--- config.mk ---
export PLATFORM = sky130hd
export DESIGN_NAME = gamepad_poll_sequencer_flat
export DESIGN_NICKNAME = d
export VERILOG_FILES = /design/src/rtl/gps_pkg.sv /design/src/rtl/gps_if.sv /design/src/rtl/gps_reply_mem.sv /design/src/rtl/gps_link_ctrl.sv /design/src/rtl/gamepad_poll_sequencer.sv /design/src/flat_wrapper.sv
export VERILOG_INCLUDE_DIRS = /design/src /design/src/rtl
export SDC_FILE = /design/constraint.sdc
export NUM_CORES = 1
export LEC_CHECK = 0
export ABC_AREA = 1
export BUFFER_PORTS_ARGS = -buffer_cell sky130_fd_sc_hd__buf_4
export CORE_ASPECT_RATIO = 0.8
export CORE_MARGIN = 10
export CORE_UTILIZATION = 40
export CTS_CLUSTER_DIAMETER = 150
export DETAILED_ROUTE_END_ITERATION = 7
export MAX_ROUTING_LAYER = met4
export PLACE_DENSITY_LB_ADDON = 0.3
export SLEW_MARGIN = 20
export SYNTH_ARGS = -nofsm -noshare
export SYNTH_HDL_FRONTEND = slang
export SYNTH_SLANG_ARGS = --single-unit
--- constraint.sdc ---
create_clock -name i_clk -period 4.72 [get_ports i_clk]
set_input_delay 0.944 -clock i_clk [delete_from_list [all_inputs] [get_ports i_clk]]
set_output_delay 0.944 -clock i_clk [all_outputs]
set_load 0.005 [all_outputs]
--- src/rtl/gamepad_poll_sequencer_assert.svh ---
// Assertion macros shared by the reply memory and top-level modules of the gamepad poll sequencer
`ifndef GAMEPAD_POLL_SEQUENCER_ASSERT_SVH
`define GAMEPAD_POLL_SEQUENCER_ASSERT_SVH

// Clocked check, suspended while reset is held
`define GPS_ASSERT(lbl, prop, msg) \
    lbl: assert property (@(posedge i_clk) disable iff (!i_rst_n) prop) else $error(msg);

// Clocked check that also holds through reset
`define GPS_ASSERT_ALWAYS(lbl, prop, msg) \
    lbl: assert property (@(posedge i_clk) prop) else $error(msg);

`endif

--- src/rtl/gps_pkg.sv ---
// Shared types, constants and frame tables of the gamepad poll sequencer
`default_nettype none

package gps_pkg;

    // Reply bytes stored from one poll frame
    localparam int POLL_FRAME_BYTES_DEF = 21;
    // Widest position counter any legal frame length needs
    localparam int POS_MAX_W = 6;

    // Configuration port
    localparam int CFG_IDX_W = 4;
    localparam int CFG_DAT_W = 8;
    localparam logic [CFG_IDX_W-1:0] REG_HALF_BIT    = 4'd0;
    localparam logic [CFG_IDX_W-1:0] REG_BYTE_GAP    = 4'd1;
    localparam logic [CFG_IDX_W-1:0] REG_FRAME_GAP   = 4'd2;
    localparam logic [CFG_IDX_W-1:0] REG_ANALOG_LOCK = 4'd3;

    // Register reset values
    localparam logic [7:0] HALF_BIT_RST    = 8'd2;
    localparam logic [7:0] BYTE_GAP_RST    = 8'd10;
    localparam logic [7:0] FRAME_GAP_RST   = 8'd4;
    localparam logic [7:0] ANALOG_LOCK_RST = 8'd3;

    // Link bytes
    localparam logic [7:0] CMD_START   = 8'h01;
    localparam logic [7:0] CMD_POLL    = 8'h42;
    localparam logic [7:0] CMD_CONFIG  = 8'h43;
    localparam logic [7:0] CMD_ANALOG  = 8'h44;
    localparam logic [7:0] PAD_EXIT    = 8'h5A;
    localparam logic [7:0] MODE_MASK   = 8'hF0;
    localparam logic [7:0] MODE_ANALOG = 8'h70;
    localparam logic [15:0] BTN_NONE   = 16'hFFFF;

    // Configuration frames
    localparam logic [7:0] ENTER_SEQ [5] = '{CMD_START, CMD_CONFIG, 8'h00, 8'h01, 8'h00};
    localparam logic [7:0] ANALOG_SEQ [9] = '{CMD_START, CMD_ANALOG, 8'h00, 8'h01,
                                              ANALOG_LOCK_RST, 8'h00, 8'h00, 8'h00, 8'h00};
    localparam logic [7:0] EXIT_SEQ [9] = '{CMD_START, CMD_CONFIG, 8'h00, 8'h00,
                                            PAD_EXIT, PAD_EXIT, PAD_EXIT, PAD_EXIT, PAD_EXIT};

    typedef enum logic [4:0] {
        PH_IDLE      = 5'b00001,
        PH_LOW       = 5'b00010,
        PH_HIGH      = 5'b00100,
        PH_BYTEGAP   = 5'b01000,
        PH_FRAMEGAP  = 5'b10000
    } t_phase;

    typedef enum logic [1:0] {
        FK_POLL   = 2'd0,
        FK_ENTER  = 2'd1,
        FK_ANALOG = 2'd2,
        FK_EXIT   = 2'd3
    } t_frame;

    // Pin levels and busy flag for one tick
    typedef struct packed {
        logic clk_lvl;
        logic cmd_lvl;
        logic att_lvl;
        logic busy;
    } t_pins;

    // Byte to shift out at a position of a frame
    function automatic logic [7:0] gps_tx_byte(t_frame kind, logic [POS_MAX_W-1:0] pos,
                                               logic [7:0] lock);
        logic [7:0] b;
        b = 8'h00;
        unique case (kind)
            FK_POLL: begin
                if (pos == 6'd0) b = CMD_START;
                else if (pos == 6'd1) b = CMD_POLL;
            end
            FK_ENTER: begin
                if (pos < 6'd5) b = ENTER_SEQ[pos[2:0]];
            end
            FK_ANALOG: begin
                if (pos == 6'd4) b = lock;
                else if (pos < 6'd9) b = ANALOG_SEQ[pos[3:0]];
            end
            default: begin
                if (pos < 6'd9) b = EXIT_SEQ[pos[3:0]];
            end
        endcase
        return b;
    endfunction

endpackage

`default_nettype wire

--- src/rtl/gps_if.sv ---
// Valid/ready channel interfaces of the gamepad poll sequencer
`default_nettype none

// Tick input channel
interface gps_in_if;
    logic       valid;
    logic       ready;
    logic       dat_level;
    logic       start_poll;
    logic [4:0] analog_index;

    modport source (output valid, output dat_level, output start_poll,
                    output analog_index, input ready);
    modport sink (input valid, input dat_level, input start_poll,
                  input analog_index, output ready);
endinterface

// Result output channel
interface gps_out_if;
    logic        valid;
    logic        ready;
    logic        clk_level;
    logic        cmd_level;
    logic        att_level;
    logic        busy_res;
    logic        poll_done;
    logic [15:0] buttons_held;
    logic [15:0] buttons_changed;
    logic [15:0] buttons_pressed;
    logic [15:0] buttons_released;
    logic [7:0]  analog_value;

    modport source (output valid, output clk_level, output cmd_level, output att_level,
                    output busy_res, output poll_done, output buttons_held,
                    output buttons_changed, output buttons_pressed,
                    output buttons_released, output analog_value, input ready);
    modport sink (input valid, input clk_level, input cmd_level, input att_level,
                  input busy_res, input poll_done, input buttons_held,
                  input buttons_changed, input buttons_pressed,
                  input buttons_released, input analog_value, output ready);
endinterface

// Register write channel
interface gps_cfg_if;
    import gps_pkg::*;
    logic                 valid;
    logic                 ready;
    logic [CFG_IDX_W-1:0] index;
    logic [CFG_DAT_W-1:0] data;

    modport source (output valid, output index, output data, input ready);
    modport sink (input valid, input index, input data, output ready);
endinterface

`default_nettype wire

--- src/rtl/gps_reply_mem.sv ---
// Reply byte memory with registered read, write forwarding and per-entry valid bits
`default_nettype none
`include "gamepad_poll_sequencer_assert.svh"

module gps_reply_mem #(
    parameter int DEPTH  = gps_pkg::POLL_FRAME_BYTES_DEF,
    parameter int ADDR_W = $clog2(DEPTH)
) (
    input  wire logic              i_clk,
    input  wire logic              i_rst_n,
    input  wire logic              i_wr_en,
    input  wire logic [ADDR_W-1:0] i_wr_addr,
    input  wire logic [7:0]        i_wr_data,
    input  wire logic              i_rd_en,
    input  wire logic [ADDR_W-1:0] i_rd_addr,
    input  wire logic              i_rd_inr,
    output logic [7:0]             o_rd_data
);
    import gps_pkg::*;

    logic [7:0]       r_mem [DEPTH];
    logic [DEPTH-1:0] r_valid;
    logic [7:0]       r_rd_data;
    logic [7:0]       r_fwd_data;
    logic             r_rd_valid;
    logic             r_fwd;
    logic             r_rd_inr;
    logic             hit;

    assign hit = i_wr_en && (i_wr_addr == i_rd_addr);

    // Write port
    always_ff @(posedge i_clk) begin
        if (i_wr_en) begin
            r_mem[i_wr_addr] <= i_wr_data;
        end
    end

    // Mark written entries; unwritten ones read as zero
    always_ff @(posedge i_clk) begin
        if (!i_rst_n) begin
            r_valid <= '0;
        end else if (i_wr_en) begin
            r_valid[i_wr_addr] <= 1'b1;
        end
    end

    // Read port, hold data between reads
    always_ff @(posedge i_clk) begin
        if (i_rd_en && i_rd_inr) begin
            r_rd_data <= r_mem[i_rd_addr];
        end
        if (i_rd_en) begin
            r_fwd_data <= i_wr_data;
        end
    end

    always_ff @(posedge i_clk) begin
        if (!i_rst_n) begin
            r_rd_valid <= 1'b0;
            r_fwd      <= 1'b0;
            r_rd_inr   <= 1'b0;
        end else if (i_rd_en) begin
            r_rd_inr   <= i_rd_inr;
            r_fwd      <= hit;
            r_rd_valid <= i_rd_inr && r_valid[i_rd_addr];
        end
    end

    // Pick forwarded, stored or zero data
    always_comb begin
        if (!r_rd_inr) begin
            o_rd_data = 8'h00;
        end else if (r_fwd) begin
            o_rd_data = r_fwd_data;
        end else if (r_rd_valid) begin
            o_rd_data = r_rd_data;
        end else begin
            o_rd_data = 8'h00;
        end
    end

    `GPS_ASSERT(a_wr_on_step, i_wr_en |-> i_rd_en, "write outside a tick")
    `GPS_ASSERT(a_fwd_data, i_rd_en && i_rd_inr && hit |=> o_rd_data == $past(i_wr_data), "read missed same-tick write")
    `GPS_ASSERT(a_hold_rd, !i_rd_en |=> $stable(o_rd_data), "read data moved without a read")

endmodule

`default_nettype wire

--- src/rtl/gps_link_ctrl.sv ---
// Link sequencer: tick counting, bit shifting, frame sequencing and button latch
`default_nettype none

module gps_link_ctrl #(
    parameter int POLL_FRAME_BYTES = gps_pkg::POLL_FRAME_BYTES_DEF,
    parameter int ADDR_W           = $clog2(POLL_FRAME_BYTES)
) (
    input  wire logic                           i_clk,
    input  wire logic                           i_rst_n,
    input  wire logic                           i_step,
    input  wire logic                           i_dat,
    input  wire logic                           i_start,
    input  wire logic                           i_cfg_we,
    input  wire logic [gps_pkg::CFG_IDX_W-1:0]  i_cfg_idx,
    input  wire logic [gps_pkg::CFG_DAT_W-1:0]  i_cfg_data,
    output gps_pkg::t_pins                      o_pins,
    output logic                                o_done,
    output logic [15:0]                         o_btn_now,
    output logic [15:0]                         o_btn_before,
    output logic                                o_wr_en,
    output logic [ADDR_W-1:0]                   o_wr_addr,
    output logic [7:0]                          o_wr_data
);
    import gps_pkg::*;

    localparam int LEN_MAX = (POLL_FRAME_BYTES > 9) ? POLL_FRAME_BYTES : 9;
    localparam int POS_W   = $clog2(LEN_MAX + 1);

    // Configuration registers
    logic [7:0] r_half_bit, r_byte_gap, r_frame_gap, r_lock;

    // Sequencer state
    t_phase     r_phase, n_phase;
    t_frame     r_kind, n_kind;
    logic [POS_W-1:0] r_pos, n_pos;
    logic [2:0] r_bit, n_bit;
    logic [7:0] r_tick, n_tick;
    logic [7:0] r_rx, n_rx;
    logic [7:0] r_sh1, n_sh1, r_sh3, n_sh3, r_sh4, n_sh4;
    logic [15:0] r_now, n_now, r_before, n_before;
    logic       r_done, n_done;

    logic [7:0] half;
    logic [7:0] tick_inc;
    logic [7:0] tx;
    logic [POS_W-1:0] frame_len;
    logic       wr_en, do_end_byte, do_end_frame, do_start;

    // Register writes
    always_ff @(posedge i_clk) begin
        if (!i_rst_n) begin
            r_half_bit  <= HALF_BIT_RST;
            r_byte_gap  <= BYTE_GAP_RST;
            r_frame_gap <= FRAME_GAP_RST;
            r_lock      <= ANALOG_LOCK_RST;
        end else if (i_cfg_we) begin
            unique case (i_cfg_idx)
                REG_HALF_BIT:    r_half_bit  <= i_cfg_data;
                REG_BYTE_GAP:    r_byte_gap  <= i_cfg_data;
                REG_FRAME_GAP:   r_frame_gap <= i_cfg_data;
                REG_ANALOG_LOCK: r_lock      <= i_cfg_data;
                default: ;
            endcase
        end
    end

    assign half     = (r_half_bit == 8'd0) ? 8'd1 : r_half_bit;
    assign tick_inc = r_tick + 8'd1;
    assign tx       = gps_tx_byte(r_kind, POS_MAX_W'(r_pos), r_lock);

    always_comb begin
        unique case (r_kind)
            FK_POLL:  frame_len = POS_W'(POLL_FRAME_BYTES);
            FK_ENTER: frame_len = POS_W'(5);
            default:  frame_len = POS_W'(9);
        endcase
    end

    // Pin levels from the state at the start of the tick
    always_comb begin
        o_pins = '{clk_lvl: 1'b1, cmd_lvl: 1'b1, att_lvl: 1'b1, busy: 1'b1};
        unique case (r_phase)
            PH_LOW: begin
                o_pins.clk_lvl = 1'b0;
                o_pins.cmd_lvl = tx[r_bit];
                o_pins.att_lvl = 1'b0;
            end
            PH_HIGH: begin
                o_pins.cmd_lvl = tx[r_bit];
                o_pins.att_lvl = 1'b0;
            end
            PH_BYTEGAP: begin
                o_pins.att_lvl = 1'b0;
            end
            PH_FRAMEGAP: ;
            default: begin
                o_pins.busy = 1'b0;
            end
        endcase
    end

    // Next state for one tick
    always_comb begin
        n_phase      = r_phase;
        n_kind       = r_kind;
        n_pos        = r_pos;
        n_bit        = r_bit;
        n_tick       = r_tick;
        n_rx         = r_rx;
        n_sh1        = r_sh1;
        n_sh3        = r_sh3;
        n_sh4        = r_sh4;
        n_now        = r_now;
        n_before     = r_before;
        n_done       = 1'b0;
        wr_en        = 1'b0;
        do_end_byte  = 1'b0;
        do_end_frame = 1'b0;
        do_start     = 1'b0;

        unique case (r_phase)
            PH_LOW: begin
                n_tick = tick_inc;
                if (tick_inc >= half) begin
                    if (i_dat) n_rx[r_bit] = 1'b1;
                    n_tick  = 8'd0;
                    n_phase = PH_HIGH;
                end
            end
            PH_HIGH: begin
                n_tick = tick_inc;
                if (tick_inc >= half) begin
                    n_tick = 8'd0;
                    if (r_bit == 3'd7) begin
                        // store the poll reply byte and keep the header bytes at hand
                        if (r_kind == FK_POLL) begin
                            wr_en = 1'b1;
                            if (r_pos == POS_W'(1)) n_sh1 = r_rx;
                            if (r_pos == POS_W'(3)) n_sh3 = r_rx;
                            if (r_pos == POS_W'(4)) n_sh4 = r_rx;
                        end
                        n_bit = 3'd0;
                        if (r_byte_gap == 8'd0) do_end_byte = 1'b1;
                        else n_phase = PH_BYTEGAP;
                    end else begin
                        n_bit   = r_bit + 3'd1;
                        n_phase = PH_LOW;
                    end
                end
            end
            PH_BYTEGAP: begin
                n_tick = tick_inc;
                if (tick_inc >= r_byte_gap) do_end_byte = 1'b1;
            end
            PH_FRAMEGAP: begin
                n_tick = tick_inc;
                if (tick_inc >= r_frame_gap) do_start = 1'b1;
            end
            default: begin
                n_phase = PH_IDLE;
                if (i_start) begin
                    n_kind   = FK_POLL;
                    do_start = 1'b1;
                end
            end
        endcase

        // Advance to the next byte or close the frame
        if (do_end_byte) begin
            n_pos = r_pos + POS_W'(1);
            if (n_pos < frame_len) begin
                n_bit   = 3'd0;
                n_tick  = 8'd0;
                n_rx    = 8'd0;
                n_phase = PH_LOW;
            end else begin
                do_end_frame = 1'b1;
            end
        end

        // Latch buttons on a good reply, else walk the reconfiguration frames
        if (do_end_frame) begin
            if (r_kind == FK_POLL && (n_sh1 & MODE_MASK) == MODE_ANALOG) begin
                n_before = r_now;
                n_now    = {n_sh4, n_sh3};
                n_done   = 1'b1;
                n_phase  = PH_IDLE;
                n_tick   = 8'd0;
                n_pos    = '0;
                n_bit    = 3'd0;
            end else begin
                unique case (r_kind)
                    FK_POLL:   n_kind = FK_ENTER;
                    FK_ENTER:  n_kind = FK_ANALOG;
                    FK_ANALOG: n_kind = FK_EXIT;
                    default:   n_kind = FK_POLL;
                endcase
                n_tick = 8'd0;
                if (r_frame_gap == 8'd0) do_start = 1'b1;
                else n_phase = PH_FRAMEGAP;
            end
        end

        // Open a frame
        if (do_start) begin
            n_pos   = '0;
            n_bit   = 3'd0;
            n_tick  = 8'd0;
            n_rx    = 8'd0;
            n_phase = PH_LOW;
        end
    end

    // State registers advance once per tick
    always_ff @(posedge i_clk) begin
        if (!i_rst_n) begin
            r_phase  <= PH_IDLE;
            r_kind   <= FK_POLL;
            r_pos    <= '0;
            r_bit    <= 3'd0;
            r_tick   <= 8'd0;
            r_rx     <= 8'd0;
            r_sh1    <= 8'd0;
            r_sh3    <= 8'd0;
            r_sh4    <= 8'd0;
            r_now    <= BTN_NONE;
            r_before <= BTN_NONE;
            r_done   <= 1'b0;
        end else if (i_step) begin
            r_phase  <= n_phase;
            r_kind   <= n_kind;
            r_pos    <= n_pos;
            r_bit    <= n_bit;
            r_tick   <= n_tick;
            r_rx     <= n_rx;
            r_sh1    <= n_sh1;
            r_sh3    <= n_sh3;
            r_sh4    <= n_sh4;
            r_now    <= n_now;
            r_before <= n_before;
            r_done   <= n_done;
        end
    end

    assign o_done       = r_done;
    assign o_btn_now    = r_now;
    assign o_btn_before = r_before;
    assign o_wr_en      = wr_en && i_step;
    assign o_wr_addr    = r_pos[ADDR_W-1:0];
    assign o_wr_data    = r_rx;

endmodule

`default_nettype wire

--- src/rtl/gamepad_poll_sequencer.sv ---
// Top level of the gamepad poll sequencer: handshakes, result register, link control and reply memory
`default_nettype none
`include "gamepad_poll_sequencer_assert.svh"

// Gamepad poll sequencer. Each input beat is one tick of the serial link and yields exactly
// one result beat. A new tick is taken every clock cycle as long as the result of the previous
// tick is taken at the same time or the result slot is empty, so the sustained rate is one
// tick per cycle; a result appears in the cycle after its tick is accepted. The reply
// memory's read at analog_index is registered, and a reply byte written on the same
// tick is forwarded. Pin levels and busy_res give the state at the start of the tick;
// poll_done, the button masks and analog_value give the state after it. Registers are to
// be written through the configuration channel only while no tick is in flight (the block
// does not enforce this); the channel is always ready and ignores indexes past REG_ANALOG_LOCK.
module gamepad_poll_sequencer #(
    parameter int POLL_FRAME_BYTES = gps_pkg::POLL_FRAME_BYTES_DEF
) (
    input  wire logic  i_clk,
    input  wire logic  i_rst_n,
    gps_in_if.sink     i_in,
    gps_cfg_if.sink    i_cfg,
    gps_out_if.source  o_out
);
    import gps_pkg::*;

    localparam int ADDR_W = $clog2(POLL_FRAME_BYTES);

    logic              step;
    logic              rd_inr;
    t_pins             pins;
    t_pins             r_pins;
    logic              r_out_valid;
    logic              done;
    logic [15:0]       btn_now, btn_before, held, changed;
    logic              wr_en;
    logic [ADDR_W-1:0] wr_addr;
    logic [7:0]        wr_data;
    logic [7:0]        rd_data;

    // Take a tick whenever the result slot frees up this cycle
    assign i_in.ready = !r_out_valid || o_out.ready;
    assign step       = i_in.valid && i_in.ready;
    assign i_cfg.ready = 1'b1;
    assign rd_inr     = int'(i_in.analog_index) < POLL_FRAME_BYTES;

    gps_link_ctrl #(
        .POLL_FRAME_BYTES (POLL_FRAME_BYTES),
        .ADDR_W           (ADDR_W)
    ) u_ctrl (
        .i_clk        (i_clk),
        .i_rst_n      (i_rst_n),
        .i_step       (step),
        .i_dat        (i_in.dat_level),
        .i_start      (i_in.start_poll),
        .i_cfg_we     (i_cfg.valid),
        .i_cfg_idx    (i_cfg.index),
        .i_cfg_data   (i_cfg.data),
        .o_pins       (pins),
        .o_done       (done),
        .o_btn_now    (btn_now),
        .o_btn_before (btn_before),
        .o_wr_en      (wr_en),
        .o_wr_addr    (wr_addr),
        .o_wr_data    (wr_data)
    );

    gps_reply_mem #(
        .DEPTH  (POLL_FRAME_BYTES),
        .ADDR_W (ADDR_W)
    ) u_mem (
        .i_clk     (i_clk),
        .i_rst_n   (i_rst_n),
        .i_wr_en   (wr_en),
        .i_wr_addr (wr_addr),
        .i_wr_data (wr_data),
        .i_rd_en   (step),
        .i_rd_addr (i_in.analog_index[ADDR_W-1:0]),
        .i_rd_inr  (rd_inr),
        .o_rd_data (rd_data)
    );

    // Result slot: hold the beat until taken
    always_ff @(posedge i_clk) begin
        if (!i_rst_n) begin
            r_out_valid <= 1'b0;
        end else if (step) begin
            r_out_valid <= 1'b1;
        end else if (o_out.ready) begin
            r_out_valid <= 1'b0;
        end
    end

    always_ff @(posedge i_clk) begin
        if (step) begin
            r_pins <= pins;
        end
    end

    // Button masks from the latched words (active low on the link)
    assign held    = ~btn_now;
    assign changed = btn_now ^ btn_before;

    assign o_out.valid            = r_out_valid;
    assign o_out.clk_level        = r_pins.clk_lvl;
    assign o_out.cmd_level        = r_pins.cmd_lvl;
    assign o_out.att_level        = r_pins.att_lvl;
    assign o_out.busy_res         = r_pins.busy;
    assign o_out.poll_done        = done;
    assign o_out.buttons_held     = held;
    assign o_out.buttons_changed  = changed;
    assign o_out.buttons_pressed  = changed & held;
    assign o_out.buttons_released = changed & ~btn_before;
    assign o_out.analog_value     = rd_data;

    `GPS_ASSERT(a_step_gives_beat, step |=> o_out.valid, "accepted tick produced no result")
    `GPS_ASSERT(a_done_busy, o_out.valid && o_out.poll_done |-> o_out.busy_res, "poll done outside a frame")
    `GPS_ASSERT(a_att_busy, o_out.valid && !o_out.att_level |-> o_out.busy_res, "attention low while idle")
    `GPS_ASSERT_ALWAYS(a_rst_empty, !$past(i_rst_n) |-> !o_out.valid, "result slot not cleared by reset")

endmodule

`default_nettype wire

--- src/flat_wrapper.sv ---
// flat-port wrapper written by rule: the top's interface ports become plain ports
module gamepad_poll_sequencer_flat import gps_pkg::*;
#(
    parameter int POLL_FRAME_BYTES = gps_pkg::POLL_FRAME_BYTES_DEF
)
  (i_clk, i_rst_n, i_in_valid, i_in_dat_level, i_in_start_poll, i_in_analog_index, i_in_ready, i_cfg_valid, i_cfg_index, i_cfg_data, i_cfg_ready, o_out_valid, o_out_clk_level, o_out_cmd_level, o_out_att_level, o_out_busy_res, o_out_poll_done, o_out_buttons_held, o_out_buttons_changed, o_out_buttons_pressed, o_out_buttons_released, o_out_analog_value, o_out_ready);
  gps_in_if i_in_i ();
  gps_cfg_if i_cfg_i ();
  gps_out_if o_out_i ();
  input  wire logic i_clk;
  input  wire logic i_rst_n;
  input wire logic [$bits(i_in_i.valid)-1:0] i_in_valid;
  input wire logic [$bits(i_in_i.dat_level)-1:0] i_in_dat_level;
  input wire logic [$bits(i_in_i.start_poll)-1:0] i_in_start_poll;
  input wire logic [$bits(i_in_i.analog_index)-1:0] i_in_analog_index;
  output wire logic [$bits(i_in_i.ready)-1:0] i_in_ready;
  input wire logic [$bits(i_cfg_i.valid)-1:0] i_cfg_valid;
  input wire logic [$bits(i_cfg_i.index)-1:0] i_cfg_index;
  input wire logic [$bits(i_cfg_i.data)-1:0] i_cfg_data;
  output wire logic [$bits(i_cfg_i.ready)-1:0] i_cfg_ready;
  output wire logic [$bits(o_out_i.valid)-1:0] o_out_valid;
  output wire logic [$bits(o_out_i.clk_level)-1:0] o_out_clk_level;
  output wire logic [$bits(o_out_i.cmd_level)-1:0] o_out_cmd_level;
  output wire logic [$bits(o_out_i.att_level)-1:0] o_out_att_level;
  output wire logic [$bits(o_out_i.busy_res)-1:0] o_out_busy_res;
  output wire logic [$bits(o_out_i.poll_done)-1:0] o_out_poll_done;
  output wire logic [$bits(o_out_i.buttons_held)-1:0] o_out_buttons_held;
  output wire logic [$bits(o_out_i.buttons_changed)-1:0] o_out_buttons_changed;
  output wire logic [$bits(o_out_i.buttons_pressed)-1:0] o_out_buttons_pressed;
  output wire logic [$bits(o_out_i.buttons_released)-1:0] o_out_buttons_released;
  output wire logic [$bits(o_out_i.analog_value)-1:0] o_out_analog_value;
  input wire logic [$bits(o_out_i.ready)-1:0] o_out_ready;
  assign i_in_i.valid = i_in_valid;
  assign i_in_i.dat_level = i_in_dat_level;
  assign i_in_i.start_poll = i_in_start_poll;
  assign i_in_i.analog_index = i_in_analog_index;
  assign i_in_ready = i_in_i.ready;
  assign i_cfg_i.valid = i_cfg_valid;
  assign i_cfg_i.index = i_cfg_index;
  assign i_cfg_i.data = i_cfg_data;
  assign i_cfg_ready = i_cfg_i.ready;
  assign o_out_valid = o_out_i.valid;
  assign o_out_clk_level = o_out_i.clk_level;
  assign o_out_cmd_level = o_out_i.cmd_level;
  assign o_out_att_level = o_out_i.att_level;
  assign o_out_busy_res = o_out_i.busy_res;
  assign o_out_poll_done = o_out_i.poll_done;
  assign o_out_buttons_held = o_out_i.buttons_held;
  assign o_out_buttons_changed = o_out_i.buttons_changed;
  assign o_out_buttons_pressed = o_out_i.buttons_pressed;
  assign o_out_buttons_released = o_out_i.buttons_released;
  assign o_out_analog_value = o_out_i.analog_value;
  assign o_out_i.ready = o_out_ready;
  gamepad_poll_sequencer #(.POLL_FRAME_BYTES(POLL_FRAME_BYTES)) u_core (.i_clk(i_clk), .i_rst_n(i_rst_n), .i_in(i_in_i), .i_cfg(i_cfg_i), .o_out(o_out_i));
endmodule
After elaboration in Yosys (flattened, before gate mapping)
Memory sizes are Yosys's and may differ from the RTL's. A register that Yosys moved wholly into a read port is not among the register bits.
Index checks and enable logic that the tools add are counted.
{"block": "classes", "addsub": 3, "bitwise": 9, "n_mux": 107, "multipliers": 0, "shift": 0, "n_lt_le_gt_ge": 14, "n_div": 0, "n_eq_ne": 15, "reduce_logical": 27}
{"op": "two-way mux 8 bit", "count": 40}
{"op": "two-way mux 5 bit", "count": 14}
{"op": "AND 16 bit", "count": 2}
{"op": "NOT 16 bit", "count": 2}
{"op": "two-way mux 1 bit", "count": 28}
{"op": ">= comparator 8 bit", "count": 3}
{"op": "zero test 8 bit", "count": 3}
{"op": "two-way mux 3 bit", "count": 8}
{"op": "case mux 8 bit (3 select lines)", "count": 1}
{"op": "bitwise OR 21 bit", "count": 1}
{"op": "case mux 8 bit (2 select lines)", "count": 1}
{"op": "XOR 16 bit", "count": 1}
{"op": "case mux 5 bit (3 select lines)", "count": 1}
{"op": "two-way mux 7 bit", "count": 2}
{"op": "< comparator 5 x 6 -> 1 bit, second input constant", "count": 2}
{"op": "== test 5 x 2 -> 1 bit, second input constant", "count": 2}
{"op": "== test 5 x 3 -> 1 bit, second input constant", "count": 2}
{"op": "case mux 5 bit (2 select lines)", "count": 1}
{"op": "adder 8 x 1 -> 8 bit, second input constant", "count": 1}
{"op": "== test 4 x 2 -> 1 bit, second input constant", "count": 2}
{"op": "logical AND 1 bit", "count": 8}
{"op": "two-way mux 2 bit", "count": 4}
{"op": "bitwise OR 8 bit", "count": 1}
{"op": "AND reduction 2 bit", "count": 4}
{"op": "other kinds (39)", "count": 41}
{"block": "totals", "romBits": 320, "output_inout_bits": 80, "inputBits": 24, "memories": 4, "wordCells": 206, "regBits": 157, "ram_bits": 168, "latch_bits": 0}
{"name": "u_core.u_mem.r_mem", "depth": 21, "width": 8, "read_ports": 1, "rd_clocked_by_memory_dff": 1, "write_ports": 1, "line_no": "gps_reply_mem.sv:21", "source": "logic [7:0] r_mem [DEPTH];"}
{"name": "(no name shown)", "depth": 16, "width": 8, "read_ports": 1, "rd_clocked_by_memory_dff": 0, "write_ports": 0, "line_no": "gps_pkg.sv:83", "source": "if (pos < 6'd9) b = EXIT_SEQ[pos[3:0]];"}
{"name": "(no name shown)", "depth": 16, "width": 8, "read_ports": 1, "rd_clocked_by_memory_dff": 0, "write_ports": 0, "line_no": "gps_pkg.sv:80", "source": "else if (pos < 6'd9) b = ANALOG_SEQ[pos[3:0]];"}
{"name": "(no name shown)", "depth": 8, "width": 8, "read_ports": 1, "rd_clocked_by_memory_dff": 0, "write_ports": 0, "line_no": "gps_pkg.sv:76", "source": "if (pos < 6'd5) b = ENTER_SEQ[pos[2:0]];"}

Depth between registers and ports, before layout
Gate-level depths: netlist (run 1).
{"block": "logic_depth", "word_depth": 11, "ltp_mapped": 22}

Hierarchy
Synthesis (run 1) repeated with hierarchy kept, for this count alone.
{"block": "hier_totals", "cells_unflattened": 1721, "hier_area_um2": 15782.6}
{"module": "gps_reply_mem", "area_per_inst_um2": 8413.1, "seq_area_each_um2": 6005.8, "n_inst": 1, "cells_per_inst": 713}
{"module": "gps_link_ctrl", "area_per_inst_um2": 6591.3, "seq_area_each_um2": 2322.2, "n_inst": 1, "cells_per_inst": 912}
{"module": "gamepad_poll_sequencer", "area_per_inst_um2": 778.2, "seq_area_each_um2": 140.1, "n_inst": 1, "cells_per_inst": 96}

Worst setup path before layout (run 1)
Ideal clock, no wire load.
{"block": "synth_path", "kind": "reg2reg", "start": "register u_core.u_ctrl.r_tick[0]", "end": "memory u_core.u_mem.r_mem[20][0] (enable)", "stages_incl_launch_ff": 15, "arrival_time_ns": 3.183, "synth_period_minus_slack_ns": 3.581, "setup_slack_ns": 1.139, "setup_time_ns": 0.398, "required_ns": 4.322, "path_cell_list": "dfxtp_1 ha_1 nand3_1 nor2_1 nand2_1 xor2_1 ha_1 nand2_1 o21a_1 nand2_2 buf_4 nand2_1 nor2_1 inv_1 nor4_1"}
{"block": "synth_between", "elab_chain_len": 7}
{"item": "start: declaration", "line_no": "gps_link_ctrl.sv:37", "source": "logic [7:0] r_tick, n_tick;"}
{"item": "start signal: assignment", "line_no": "gps_link_ctrl.sv:234", "source": "r_tick <= n_tick;"}
{"item": "adder 8 x 1 -> 8 bit", "line_no": "gps_link_ctrl.sv:68", "source": "assign tick_inc = r_tick + 8'd1;"}
{"item": ">= comparator 8 bit", "line_no": "gps_link_ctrl.sv:132", "source": "if (tick_inc >= half) begin"}
{"item": "two-way mux 1 bit", "line_no": "gps_link_ctrl.sv:132"}
{"item": "two-way mux 1 bit", "line_no": "gps_link_ctrl.sv:121", "source": "unique case (r_phase)"}
{"item": "logical AND 1 bit", "line_no": "gps_link_ctrl.sv:248", "source": "assign o_wr_en = wr_en && i_step;"}
{"item": "two-way mux 1 bit", "line_no": "gps_reply_mem.sv:34", "source": "if (i_wr_en) begin"}
{"item": "two-way mux 1 bit (implied by the code)", "line_no": "gps_reply_mem.sv:35", "source": "r_mem[i_wr_addr] <= i_wr_data;"}
{"item": "end: declaration", "line_no": "gps_reply_mem.sv:21"}
No other way between the ends.

Worst setup path after layout (run 1)
{"block": "layout_path", "start": "register u_core.u_ctrl.r_tick[0]", "end": "memory u_core.u_mem.r_mem[7][2] (enable)"}
Same word-level chain as after synthesis.

==> impl_results.md, run 1 <==
- Status: finished clean
- Startpoint of the most critical hold path: u_core.u_mem.r_valid[17]
- Worst setup path category: register to register
- TritonRoute pass-1 iters: 5
- Number of synthesized flops with an enable pin: ~190
- GRT Residual Overflow: 0
- Worst endpoint required time: between 4000 and 5000 ps
- Worst VDD drop: around 0.26 mV
- Number of antenna violations at the first check in global routing: 0
- Count of unresolved DRC violations after routing: 0
- CP startpoint kind: register
- CTS HTree Levels: 2
- Cell depth of the worst setup path: 13
- Clock sinks: 329
- Die area: about 47000 um^2
- Setup clock skew after layout: 18.2 ps
- Reg2Reg Depth: 13
- Warning count from the yosys run: 0
- Type of element capturing the critical path: register
- Launch point of the critical path: u_core.u_ctrl.r_tick[0]
- Post-CTS Setup Inserts: 0
- Number of storage elements in the synthesis netlist: about 330
- Met1 Use GR: roughly a quarter
- Maximum root-to-sink buffer count: 3
- Clock Latency Late Sink: between 500 and 600 ps
- Final ANT Viol Nets: 0
- Wirelength per Cell: between 15 and 20 um
- Synth async-reset ratio: 0%
- Average size of a mapped cell: roughly 9.2 um^2
- Row cnt: between 60 and 70
- Count of buffer and inverter cells on the critical path: 0
- Routed via count divided by cell count: 5.32
- Root buf cell: sky130_fd_sc_hd__clkbuf_16
- Core box area: about 38000 um^2
- Post-synthesis instance area: roughly 15000 um^2
- Total number of vias: between 10000 and 15000
- Crit-path slowest cell: sky130_fd_sc_hd__nor2_1
- Global-route met2 utilization: roughly a quarter
- Hold Buf Count CTS: 0
- GRT Overall Usage: approximately 18%
- Power density relative to cell area: 343 nW/um^2
- Die outline width: 239 um
- Maximum number of pins on one net before global-route repair: slightly below 90
- RSZ-0062 raised after global routing: false
- Cells after synthesis: 1661
- Starting Density: roughly two fifths
- Biggest cell delay along the critical path: roughly 680 ps
- Standby leakage power: between 0.007 and 0.008 uW
- Met3 Resource Use GR: slightly below 3%
- Detail Placement HPWL: 28100 um
- Final max-slew violation count: 0
- Part of the Yosys area used for sequential elements: between 50 and 60%
- Achievable clock frequency: between 200 and 300 MHz
- Path type of the worst min-delay path: register to register
- Cts bufs inserted: 36
- Drt first-iter violations: approximately 1100
- Clock transition at the register clock pins on the worst setup and hold paths after CTS: about 60 ps
- Resized cells post-CTS: 0
- Worst Max-Slew Pin Slew: 1090 ps
- Post-detailed-routing wire length: 41600 um
- Time the final worst path needs with I/O delays and setup: just under 4000 ps
- Crit-path cells: ha_1 -> nand3_1 -> nor2_1 -> nand2_1 -> xor2_1 -> ha_1 -> nand2_1 -> o21a_1 -> nand2_2 -> nand2_1 -> nor2_1 -> nand2_1 -> nor2_1
- Data arrival at the endpoint of the critical path: ~4000 ps
- Max-capacitance violation count: 0
- Y dimension of the die: approximately 200 um
- Number of stages on the worst hold path: 1
- Setup total negative slack: 0 ps
- Wire length of the first global-routing pass: roughly 65000 um
- Most frequent cell on the critical path: sky130_fd_sc_hd__nand2_1
- Vias in the first global route: between 10000 and 15000
- Global routing's busiest layer: met2
- Most common flop cell mapped by yosys: sky130_fd_sc_hd__edfxtp_1
- Final Hold Viols: 0
- Number of distinct library cells after synthesis: 54
- Max_slew headroom: 27.1%
- Worst slack on hold paths: roughly 460 ps
- Diodes inserted: 0
- Worst flop-to-flop path startpoint: u_core.u_ctrl.r_tick[0]
- Post-Syn Nets: 1755
- Synth-to-layout area growth: 15.6%
- Weighted congestion reported at the end of routability-driven placement: around 0.91
- I/O pin total: roughly 100
- Final worst path period share: about four fifths
- Top cell family by delay on the critical path: simple AND/OR/NAND/NOR gates
- Fraction of final layout cells sized beyond drive strength 1: 12.3%
- Final net count: ~1800
- Crit-path max FO: 17
- Count of input and output buffers: just over 100
- Clock tree from TritonCTS: done
- Number of setup violations in the final report: 0
-- stage by stage --
stage | worst slack, ps | cell area (um^2) | util [%] | instances | power (uW)
floorplan | 1140 | 15300 | - | 1661 | 3280
global placement | 992 | 16600 | 43.6 | 2206 | 3380
detailed placement | 883 | 16600 | 43.6 | 2206 | 3390
CTS | 865 | 17700 | 46.6 | 2272 | 6130
global route | 431 | 17700 | 46.6 | 2272 | 6280
finish | 851 | 17700 | 46.6 | 2272 | 6090
-- report_power, final --
part	total, uW	internal [uW]	switching [uW]	leakage (uW)
registers	3030	3020	8.02	0.00317
clock network	2760	1630	1130	0.000568
logic	296	81.9	214	0.00389
total	6090	4740	1360	0.00763
-- routing by layer --
metal  up-vias  part of all wire, %
met5         -                    0
met1      5739                   47
met3        48                  8.2
li1       5848                    -
met4         0                  1.6
met2       463                   43
-- cell usage in the layout (no fill, tap or decap), types with 14 or more instances in the layout --
cell type	synthesis	final
sky130_fd_sc_hd__a21oi_1	124	124
sky130_fd_sc_hd__buf_4	5	129
sky130_fd_sc_hd__clkbuf_16	0	36
sky130_fd_sc_hd__dfxtp_1	141	141
sky130_fd_sc_hd__edfxtp_1	188	188
sky130_fd_sc_hd__ha_1	70	70
sky130_fd_sc_hd__inv_1	180	178
sky130_fd_sc_hd__nand2_1	230	229
sky130_fd_sc_hd__nand3_1	54	54
sky130_fd_sc_hd__nand4_1	14	14
sky130_fd_sc_hd__nor2_1	216	216
sky130_fd_sc_hd__nor3_1	23	23
sky130_fd_sc_hd__o211ai_1	26	26
sky130_fd_sc_hd__o21a_1	22	22
sky130_fd_sc_hd__o21ai_0	183	183
sky130_fd_sc_hd__o22ai_1	22	22
-- cells in the mapped netlist, types with 3 or more instances --
cell                        instances  area [um^2]
sky130_fd_sc_hd__buf_4              5         37.5
sky130_fd_sc_hd__nor2_8             3         60.1
sky130_fd_sc_hd__o22ai_1           22          138
sky130_fd_sc_hd__clkinv_1           3         11.3
sky130_fd_sc_hd__xor2_1            11         96.3
sky130_fd_sc_hd__o211ai_2          10          125
sky130_fd_sc_hd__o211ai_1          26          195
sky130_fd_sc_hd__o21ai_0          183          916
sky130_fd_sc_hd__a21oi_1          124          621
sky130_fd_sc_hd__nand2_1          230          863
sky130_fd_sc_hd__inv_2              8         30.0
sky130_fd_sc_hd__nor3_1            23          115
sky130_fd_sc_hd__nor4_1             5         31.3
sky130_fd_sc_hd__edfxtp_1         188         5650
sky130_fd_sc_hd__o32ai_1            3         26.3
sky130_fd_sc_hd__o2111ai_1         11         96.3
sky130_fd_sc_hd__nand3_1           54          270
sky130_fd_sc_hd__ha_1              70          876
sky130_fd_sc_hd__nor2_1           216          811
sky130_fd_sc_hd__buf_2              4         20.0
sky130_fd_sc_hd__o21a_1            22          165
sky130_fd_sc_hd__inv_1            180          676
sky130_fd_sc_hd__buf_6              5         56.3
sky130_fd_sc_hd__dfxtp_1          141         2820
sky130_fd_sc_hd__buf_1              5         18.8
sky130_fd_sc_hd__nand4_1           14         87.6
sky130_fd_sc_hd__nand2_2            3         18.8
sky130_fd_sc_hd__clkbuf_1          59          221
-- registers in the layout, summed over array words and instances (netlist names), 3 cells and up, named ones only --
register	cells
u_core.u_mem.r_mem	168
u_core.u_mem.r_valid	21
u_core.u_ctrl.o_btn_before	16
u_core.u_ctrl.o_btn_now	16
u_core.u_ctrl.o_wr_data	8
u_core.u_ctrl.r_byte_gap	8
u_core.u_ctrl.r_frame_gap	8
u_core.u_ctrl.r_half_bit	8
u_core.u_ctrl.r_lock	8
u_core.u_ctrl.r_sh3	8
u_core.u_ctrl.r_sh4	8
u_core.u_ctrl.r_tick	8
u_core.u_mem.r_fwd_data	8
u_core.u_mem.r_rd_data	8
u_core.u_ctrl.o_wr_addr	5
u_core.u_ctrl.r_phase	5
u_core.u_ctrl.r_sh1	4
u_core.u_ctrl.r_bit	3
-- final cells by class --
| cell class | count | area [um^2] |
|---|---|---|
| Inverter | 193 | 728 |
| Clock inverter | 12 | 135 |
| Clock buffer | 54 | 1030 |
| Tap cell | 495 | 619 |
| Fill cell | 3590 | 20300 |
| Multi-Input combinational cell | 1060 | 5790 |
| Sequential cell | 329 | 8470 |
| Timing Repair Buffer | 129 | 968 |
-- kinds of logic after synthesis --
logic type      share of synthesized area (%)
simple gates                             15.4
compound gates                           15.8
flops                                    55.2
buf+inv                                  7.15
fa+ha+maj                                5.71
xor+xnor                                0.685
other cells                            0.0244
-- worst paths after layout --
kind                               to  slack (ps)
min          u_core.u_mem.r_valid[17]         460
min reg2reg  u_core.u_mem.r_valid[17]         460
max reg2reg  u_core.u_mem.r_mem[7][2]         850
max          u_core.u_mem.r_mem[7][2]         850
No activity file was read; power rests on OpenSTA's default activity.
==> run 2, diff against run 1 <==
==> constraint.sdc (replaced) <==
create_clock -name i_clk -period 3.8 [get_ports i_clk]
set_input_delay 0.76 -clock i_clk [delete_from_list [all_inputs] [get_ports i_clk]]
set_output_delay 0.76 -clock i_clk [all_outputs]
set_load 0.005 [all_outputs]
==> run 2 against run 1 <==
  * The flow now finishes with violations (design-rule violations)
  * Sequential power rose by 24%
  * Non-clock buffer count is 29 higher
  * Worst setup slack worse by 350 ps
  * Clock power increased by 22%
  * Combinational power is 26% higher
  * Register-to-register slack got worse by 350 ps
  * Count of clock-buffer cells in the layout shrank 5
  * Global-route usage rose by 0.39 points
  * Via count up 1.1%
  * Flip-flop and latch count unchanged
  * Maximum frequency rose by 17%
  * Worst hold slack hardly changed
  * Critical path type unchanged
  * Highest routed layer unchanged
==> impl_results.md, run 2 (same netlist as run 1, synthesis figures left out) <==
- Wire length of the first global-routing pass: 66100 um (+2.3%)
- Y dimension of the die: 195 um (unchanged)
- CTS HTree Levels: 2 (unchanged)
- Worst setup path category: register to register
- Leading cell type in the layout, fill and taps excluded: sky130_fd_sc_hd__nand2_1
- Final max-slew violation count: 0 (unchanged)
- Post-CTS Setup Inserts: 0 (unchanged)
- Clock Latency Late Sink: 520 ps (about the same)
- Top library cells by usage in the layout, fill and taps aside: 229 x sky130_fd_sc_hd__nand2_1, 216 x sky130_fd_sc_hd__nor2_1, 188 x sky130_fd_sc_hd__edfxtp_1
- Biggest register: u_core.u_mem.r_mem
- Maximum number of pins on one net before global-route repair: 89 (unchanged)
- Final Hold Viols: 0 (unchanged)
- Proportion of power drawn by the clock network: 44.9% (-0.5 points)
- Setup clock skew after layout: 24.8 ps (+6.51 ps)
- Die area: 46600 um^2 (unchanged)
- Fillers: 3498 (-2.6%)
- Count of input and output buffers: 102 (unchanged)
- Path type of the worst min-delay path: register to register
- Final net count: 1872 (+1.6%)
- Crit-path max FO: 26 (+9)
- Weighted congestion reported at the end of routability-driven placement: 0.938 (+2.7%)
- Worst VDD drop: 0.276 mV (+7.6%)
- Total number of vias: 12200 (+1.1%)
- Synth-to-layout area growth: 17.1%
- Post-detailed-routing wire length: 42000 um (+0.85%)
- Post-placement setup slack: 558 ps (-325 ps)
- Power density relative to cell area: 419 nW/um^2 (+22%)
- RSZ-0062 raised after global routing: false
- CP startpoint kind: register
- Routed via count divided by cell count: 5.32 (about the same)
- Type of element capturing the critical path: register
- Standby leakage power: 0.00779 uW (+2.1%)
- Wirelength per Cell: 18.3 um (-0.33%)
- Root buf cell: sky130_fd_sc_hd__clkbuf_16
- Fraction of power spent switching nets: 22.1% (-0.16 points)
- Worst endpoint required time: 4190 ps (-680 ps)
- Core box area: 38000 um^2 (unchanged)
- Final worst path period share: 86.7% (+4.7 points)
- Largest register FFs: 168 (unchanged)
- Number of antenna violations at the first check in global routing: 0 (unchanged)
- Final design area excluding fillers: 18000 um^2 (+1.3%)
- Clock tree from TritonCTS: done
- Row cnt: 64 (unchanged)
- Worst Max-Slew Pin Slew: 1060 ps (-36.6 ps)
- I/O pin total: 104 (unchanged)
- TritonRoute pass-1 iters: 8 (+3)
- Final core utilization: 47.2% (+0.62 points)
- Resized cells post-CTS: 0 (unchanged)
- Cts bufs inserted: 36 (unchanged)
- Diodes inserted: 0 (unchanged)
- Max-capacitance violation count: 0 (unchanged)
- Count of unresolved DRC violations after routing: 3 (+3)
- Drt first-iter violations: 1185 (+4.6%)
- Setup total negative slack: 0 ps (unchanged)
- Data arrival at the endpoint of the critical path: 3690 ps (-330 ps)
- Detail Placement HPWL: 28400 um (+0.93%)
- Switching component of the power: 1660 uW (+23%)
- Internal Pwr Total: 5860 uW (+24%)
- GRT Overall Usage: 18.1% (+0.39 points)
- Maximum root-to-sink buffer count: 3 (unchanged)
- Logic gate share of total power: 5.0% (about the same)
- Area post-placement: 16800 um^2 (+1.5%)
- Fraction of power consumed by sequential logic: 50.1% (+0.3 points)
- Top flop regs: u_core.u_mem.r_mem: 168 flops, u_core.u_mem.r_valid: 21 flops
- GRT Residual Overflow: 0 (unchanged)
- Final ANT Viol Nets: 0 (unchanged)
- Time the final worst path needs with I/O delays and setup: 3300 ps (-574 ps)
- Fraction of final layout cells sized beyond drive strength 1: 13.9% (+1.6 points)
- Violated checks: design-rule violations
- Hold Buf Count CTS: 0 (unchanged)
- Clock sinks: 329 (unchanged)
- Clock transition at the register clock pins on the worst setup and hold paths after CTS: 60 ps (about the same)
- Number of setup violations in the final report: 0 (unchanged)
- Status: complete, but fails checks
- Starting Density: 40.3% (unchanged)
- Min setup slack post-route: 505 ps (-346 ps)
- Achievable clock frequency: 303 MHz (+17%)
- Vias in the first global route: 11500 (+2.4%)
- Die outline width: 239 um (unchanged)
- Max_slew headroom: 29.7% (+2.5 points)
==> run 2: stage by stage <==
stage                     power (uW)  std cells  hold WS [ps]
after floorplan                 4070       1661           425
after global placement          4210       2235           443
after detailed placement        4210       2235           448
after CTS                       7580       2299           462
after global routing            7770       2299           471
final                           7520       2299           459
==> run 2: critical path, cell delays in order (launching register included) <==
cell and delay [ps]:
sky130_fd_sc_hd__dfxtp_1 380, sky130_fd_sc_hd__ha_1 200, sky130_fd_sc_hd__nand3_1 120, sky130_fd_sc_hd__nor2_1 110, sky130_fd_sc_hd__nand2_1 70, sky130_fd_sc_hd__xor2_1 160
sky130_fd_sc_hd__ha_1 280, sky130_fd_sc_hd__nand2_1 60, sky130_fd_sc_hd__o21a_1 190, sky130_fd_sc_hd__nand2_2 220, sky130_fd_sc_hd__nand3_1 180, sky130_fd_sc_hd__a21oi_2 270
sky130_fd_sc_hd__buf_4 190, sky130_fd_sc_hd__o21ai_1 100, sky130_fd_sc_hd__nand3_4 300, sky130_fd_sc_hd__nand2_1 110, sky130_fd_sc_hd__o21ai_0 180, sky130_fd_sc_hd__inv_1 50
==> run 2: layout make-up <==
class | count | area (um^2) | area share [%]
sequential | 329 | 8470 | 47.1
timing repair buffer | 158 | 1220 | 6.81
clock buffer | 49 | 1000 | 5.58
tap | 495 | 619 | 3.45
clock inverter | 15 | 140 | 0.780
inverter | 193 | 728 | 4.05
multi-input combinational | 1060 | 5790 | 32.2
==> run 2: worst paths after layout <==
kind / from / to / slack [ps] / cells after the start
setup reg to reg: u_core.u_ctrl.r_tick[1] / u_core.u_ctrl.r_phase[1] / 500 / 17
hold reg to reg: u_core.u_mem.r_valid[2] / u_core.u_mem.r_valid[2] / 460 / 1
setup / recovery: u_core.u_ctrl.r_tick[1] / u_core.u_ctrl.r_phase[1] / 500 / 17
hold / removal: u_core.u_mem.r_valid[2] / u_core.u_mem.r_valid[2] / 460 / 1
==> run 2: per-layer routing <==
layer	vias up	GRT usage (%)	routed length (um)
met4	0	3.79	666
met2	432	26.5	18100
met3	50	2.94	3240
met5	-	-	0
met1	5859	25.8	20000
li1	5896	-	-
==> run 2: power groups by stage <==
stage | Combinational (uW) | Clock (uW) | Sequential [uW]
floorplan | 232 | 0 | 3840
global placement | 366 | 0 | 3840
detailed placement | 369 | 0 | 3840
CTS | 371 | 3440 | 3770
global route | 411 | 3600 | 3770
finish | 374 | 3380 | 3770
==> run 3, diff against run 2 <==
==> constraint.sdc (replaced) <==
create_clock -name i_clk -period 3.2 [get_ports i_clk]
set_input_delay 0.64 -clock i_clk [delete_from_list [all_inputs] [get_ports i_clk]]
set_output_delay 0.64 -clock i_clk [all_outputs]
set_load 0.005 [all_outputs]
==> run 3 against run 2 <==
  * Count of clock-buffer cells in the layout shrank 1
  * Final area grew 2.1%
  * The flow now finishes without violations
  * Register-to-register slack got worse by 280 ps
  * Critical path type unchanged
  * Die area did not move
  * Flip-flop and latch count stayed put
  * Non-clock buffer count increased by 26
==> impl_results.md, run 3 (same netlist as run 1, synthesis figures left out) <==
- Time the final worst path needs with I/O delays and setup: 2970 ps (-320 ps)
- Worst VDD drop: 0.310 mV (+13%)
- Path type of the worst min-delay path: input pin to register
- Max_slew headroom: 37.3% (+7.6 points)
- Top library cells by usage in the layout, fill and taps aside: 226 x sky130_fd_sc_hd__nand2_1, 211 x sky130_fd_sc_hd__nor2_1, 188 x sky130_fd_sc_hd__edfxtp_1
- Final max-slew violation count: 0 (unchanged)
- Worst flop-to-flop path startpoint: u_core.u_ctrl.r_tick[0]
- Final design area excluding fillers: 18400 um^2 (+2.1%)
- Logic gate share of total power: 5.1% (about the same)
- Worst endpoint required time: 3620 ps (-570 ps)
- Core box area: 38000 um^2 (unchanged)
- Reg2Reg Depth: 19 (+2)
- Cts bufs inserted: 36 (unchanged)
- Reg-to-Reg End: u_core.u_ctrl.o_wr_data[6]
- Biggest cell delay along the critical path: 390 ps (about the same)
- Type of element capturing the critical path: register
- Setup clock skew after layout: 16.7 ps (-8.02 ps)
- GRT Overall Usage: 18.2% (+0.17 points)
- Detail Placement HPWL: 29500 um (+4.0%)
- Maximum number of pins on one net before global-route repair: 62 (-30%)
- Count of input and output buffers: 102 (unchanged)
- Die outline width: 239 um (unchanged)
- Biggest register: u_core.u_mem.r_mem
- CP Capture Point: u_core.u_ctrl.o_wr_data[6]
- Total number of vias: 12300 (+0.47%)
- Switching component of the power: 1970 uW (+19%)
- CTS HTree Levels: 2 (unchanged)
- Number of antenna violations at the first check in global routing: 0 (unchanged)
- Maximum root-to-sink buffer count: 3 (unchanged)
- Routed via count divided by cell count: 5.29 (-0.69%)
- Root buf cell: sky130_fd_sc_hd__clkbuf_16
- Die area: 46600 um^2 (unchanged)
- CP startpoint kind: register
- Max-capacitance violation count: 0 (unchanged)
- Power density relative to cell area: 492 nW/um^2 (+18%)
- Worst setup path category: register to register
- Synth-to-layout area growth: 19.6%
- Internal Pwr Total: 7060 uW (+21%)
- Area post-placement: 17000 um^2 (+1.1%)
- Standby leakage power: 0.00796 uW (+2.2%)
- Diodes inserted: 0 (unchanged)
- Final Hold Viols: 0 (unchanged)
- Count of unresolved DRC violations after routing: 0 (-3)
- TritonRoute pass-1 iters: 5 (-3)
- Post-detailed-routing wire length: 42700 um (+1.5%)
- Min setup slack post-route: 225 ps (-280 ps)
- I/O pin total: 104 (unchanged)
- Wire length of the first global-routing pass: 66400 um (+0.52%)
- Final net count: 1899 (+1.4%)
- Worst Max-Slew Pin Slew: 941 ps (-114 ps)
- Clock transition at the register clock pins on the worst setup and hold paths after CTS: 60 ps (about the same)
- R2r setup slk: 230 ps (-280 ps)
- Crit-path max FO: 17 (-35%)
- Weighted congestion reported at the end of routability-driven placement: 0.911 (-2.9%)
- Final ANT Viol Nets: 0 (unchanged)
- Drt first-iter violations: 1240 (+4.6%)
- Wirelength per Cell: 18.3 um (+0.36%)
- Crit-path slowest cell: sky130_fd_sc_hd__dfxtp_4
- Count of buffer and inverter cells on the critical path: 3 (+1)
- Top flop regs: u_core.u_mem.r_mem: 168 flops, u_core.u_mem.r_valid: 21 flops
- Pwr Total: 9030 uW (+20%)
- GRT Residual Overflow: 0 (unchanged)
- Clock Latency Late Sink: 520 ps (about the same)
- Crit-path cells: ha_4 -> nand3_2 -> nor2_1 -> nand2_1 -> xor2_1 -> buf_4 -> ha_1 -> nand2_1 -> nor2_2 -> nand4_1 -> nand3_1 -> nand2_2 -> a21oi_4 -> buf_4 -> o21ai_2 -> nand3_4 -> buf_12 -> nand3_1 -> a21oi_1
- Post-placement setup slack: 29.5 ps (-529 ps)
- Achievable clock frequency: 336 MHz (+11%)
- Number of setup violations in the final report: 0 (unchanged)
- Vias in the first global route: 11600 (+1.2%)
- Proportion of power drawn by the clock network: 45.4% (+0.5 points)
- Cell depth of the worst setup path: 19 (+2)
- Launch point of the critical path: u_core.u_ctrl.r_tick[0]
- Clock tree from TritonCTS: done
- Largest register FFs: 168 (unchanged)
- Y dimension of the die: 195 um (unchanged)
- Data arrival at the endpoint of the critical path: 3400 ps (-290 ps)
- Top cell family by delay on the critical path: simple AND/OR/NAND/NOR gates
- Fraction of power consumed by sequential logic: 49.5% (-0.6 points)
- Row cnt: 64 (unchanged)
- Fraction of power spent switching nets: 21.8% (-0.28 points)
- Setup total negative slack: 0 ps (unchanged)
- Starting Density: 40.3% (unchanged)
- Final worst path period share: 93.0% (+6.3 points)
- Status: finished clean
- Leading cell type in the layout, fill and taps excluded: sky130_fd_sc_hd__nand2_1
- Fraction of final layout cells sized beyond drive strength 1: 16.3% (+2.4 points)
- Clock sinks: 329 (unchanged)
run 3: cell types whose count changed in the layout (fill, tap and decap cells not counted), sizes merged:
cell	delta
clkinv	+2
nor2	+1
bufinv	+1
buf	+26
clkbuf	-1
inv	-1
clkinvlp	-1
run 3: how the worst min path moves through the flow:
stage	from	to	slack [ps]	cells past startpoint
3_5_place_dp	u_core.u_mem.r_valid[1]	u_core.u_mem.r_valid[1]	450	1
3_3_place_gp	u_core.u_mem.r_valid[2]	u_core.u_mem.r_valid[2]	440	1
2_1_floorplan	u_core.u_ctrl.r_lock[3]	u_core.u_ctrl.r_lock[3]	420	2
6_report	i_cfg_data[0]	u_core.u_ctrl.r_lock[0]	390	3
5_1_grt	i_cfg_data[3]	u_core.u_ctrl.r_byte_gap[3]	410	3
4_1_cts	i_cfg_data[0]	u_core.u_ctrl.r_lock[0]	380	3
run 3: power groups by stage:
stage          registers (uW)  logic [uW]  clock network [uW]
2_1_floorplan            4560         275                   0
3_3_place_gp             4560         443                   0
3_5_place_dp             4560         447                   0
4_1_cts                  4470         449                4180
5_1_grt                  4470         506                4360
6_report                 4470         462                4100
run 3: final cells by class:
| class | count | area [um^2] |
|---|---|---|
| inverter | 193 | 728 |
| fill | 3491 | 19700 |
| clock buffer | 48 | 1010 |
| multi-input combinational | 1061 | 5900 |
| timing repair buffer | 184 | 1460 |
| clock inverter | 16 | 168 |
| sequential | 329 | 8480 |
| tap | 495 | 619 |
run 3: metrics by stage:
step,util [%],std cells,hold slack (ps)
after floorplan,-,1661,425
after global placement,44.7,2254,444
after detailed placement,44.7,2254,448
after CTS,47.8,2318,377
after global routing,48.3,2326,414
final,48.3,2326,395
run 3: worst reg2reg max path: cells and delay by family (launching register included):
family | cells | cell delay (ps)
XOR/XNOR | 1 | 160
buffers and inverters | 3 | 490
AO/OA/AOI/OAI | 3 | 440
adder cells (fa/ha/maj) | 2 | 420
flip-flops | 1 | 390
AND/OR/NAND/NOR | 10 | 960
run 3: layer usage:
| layer | vias up | part of all wire, % | GRT usage (%) |
|---|---|---|---|
| met5 | - | 0 | - |
| met4 | 0 | 1.4 | 3.77 |
| met3 | 43 | 8.7 | 2.73 |
| met2 | 480 | 44 | 26.9 |
| met1 | 5817 | 46 | 26.1 |
| li1 | 5955 | - | - |
run 3: timing repair:
action	in CTS	in global routing
gates resized for setup	0	32
buffers inserted	0	7
endpoints found under the setup margin	0	249
hold buffers	0	0
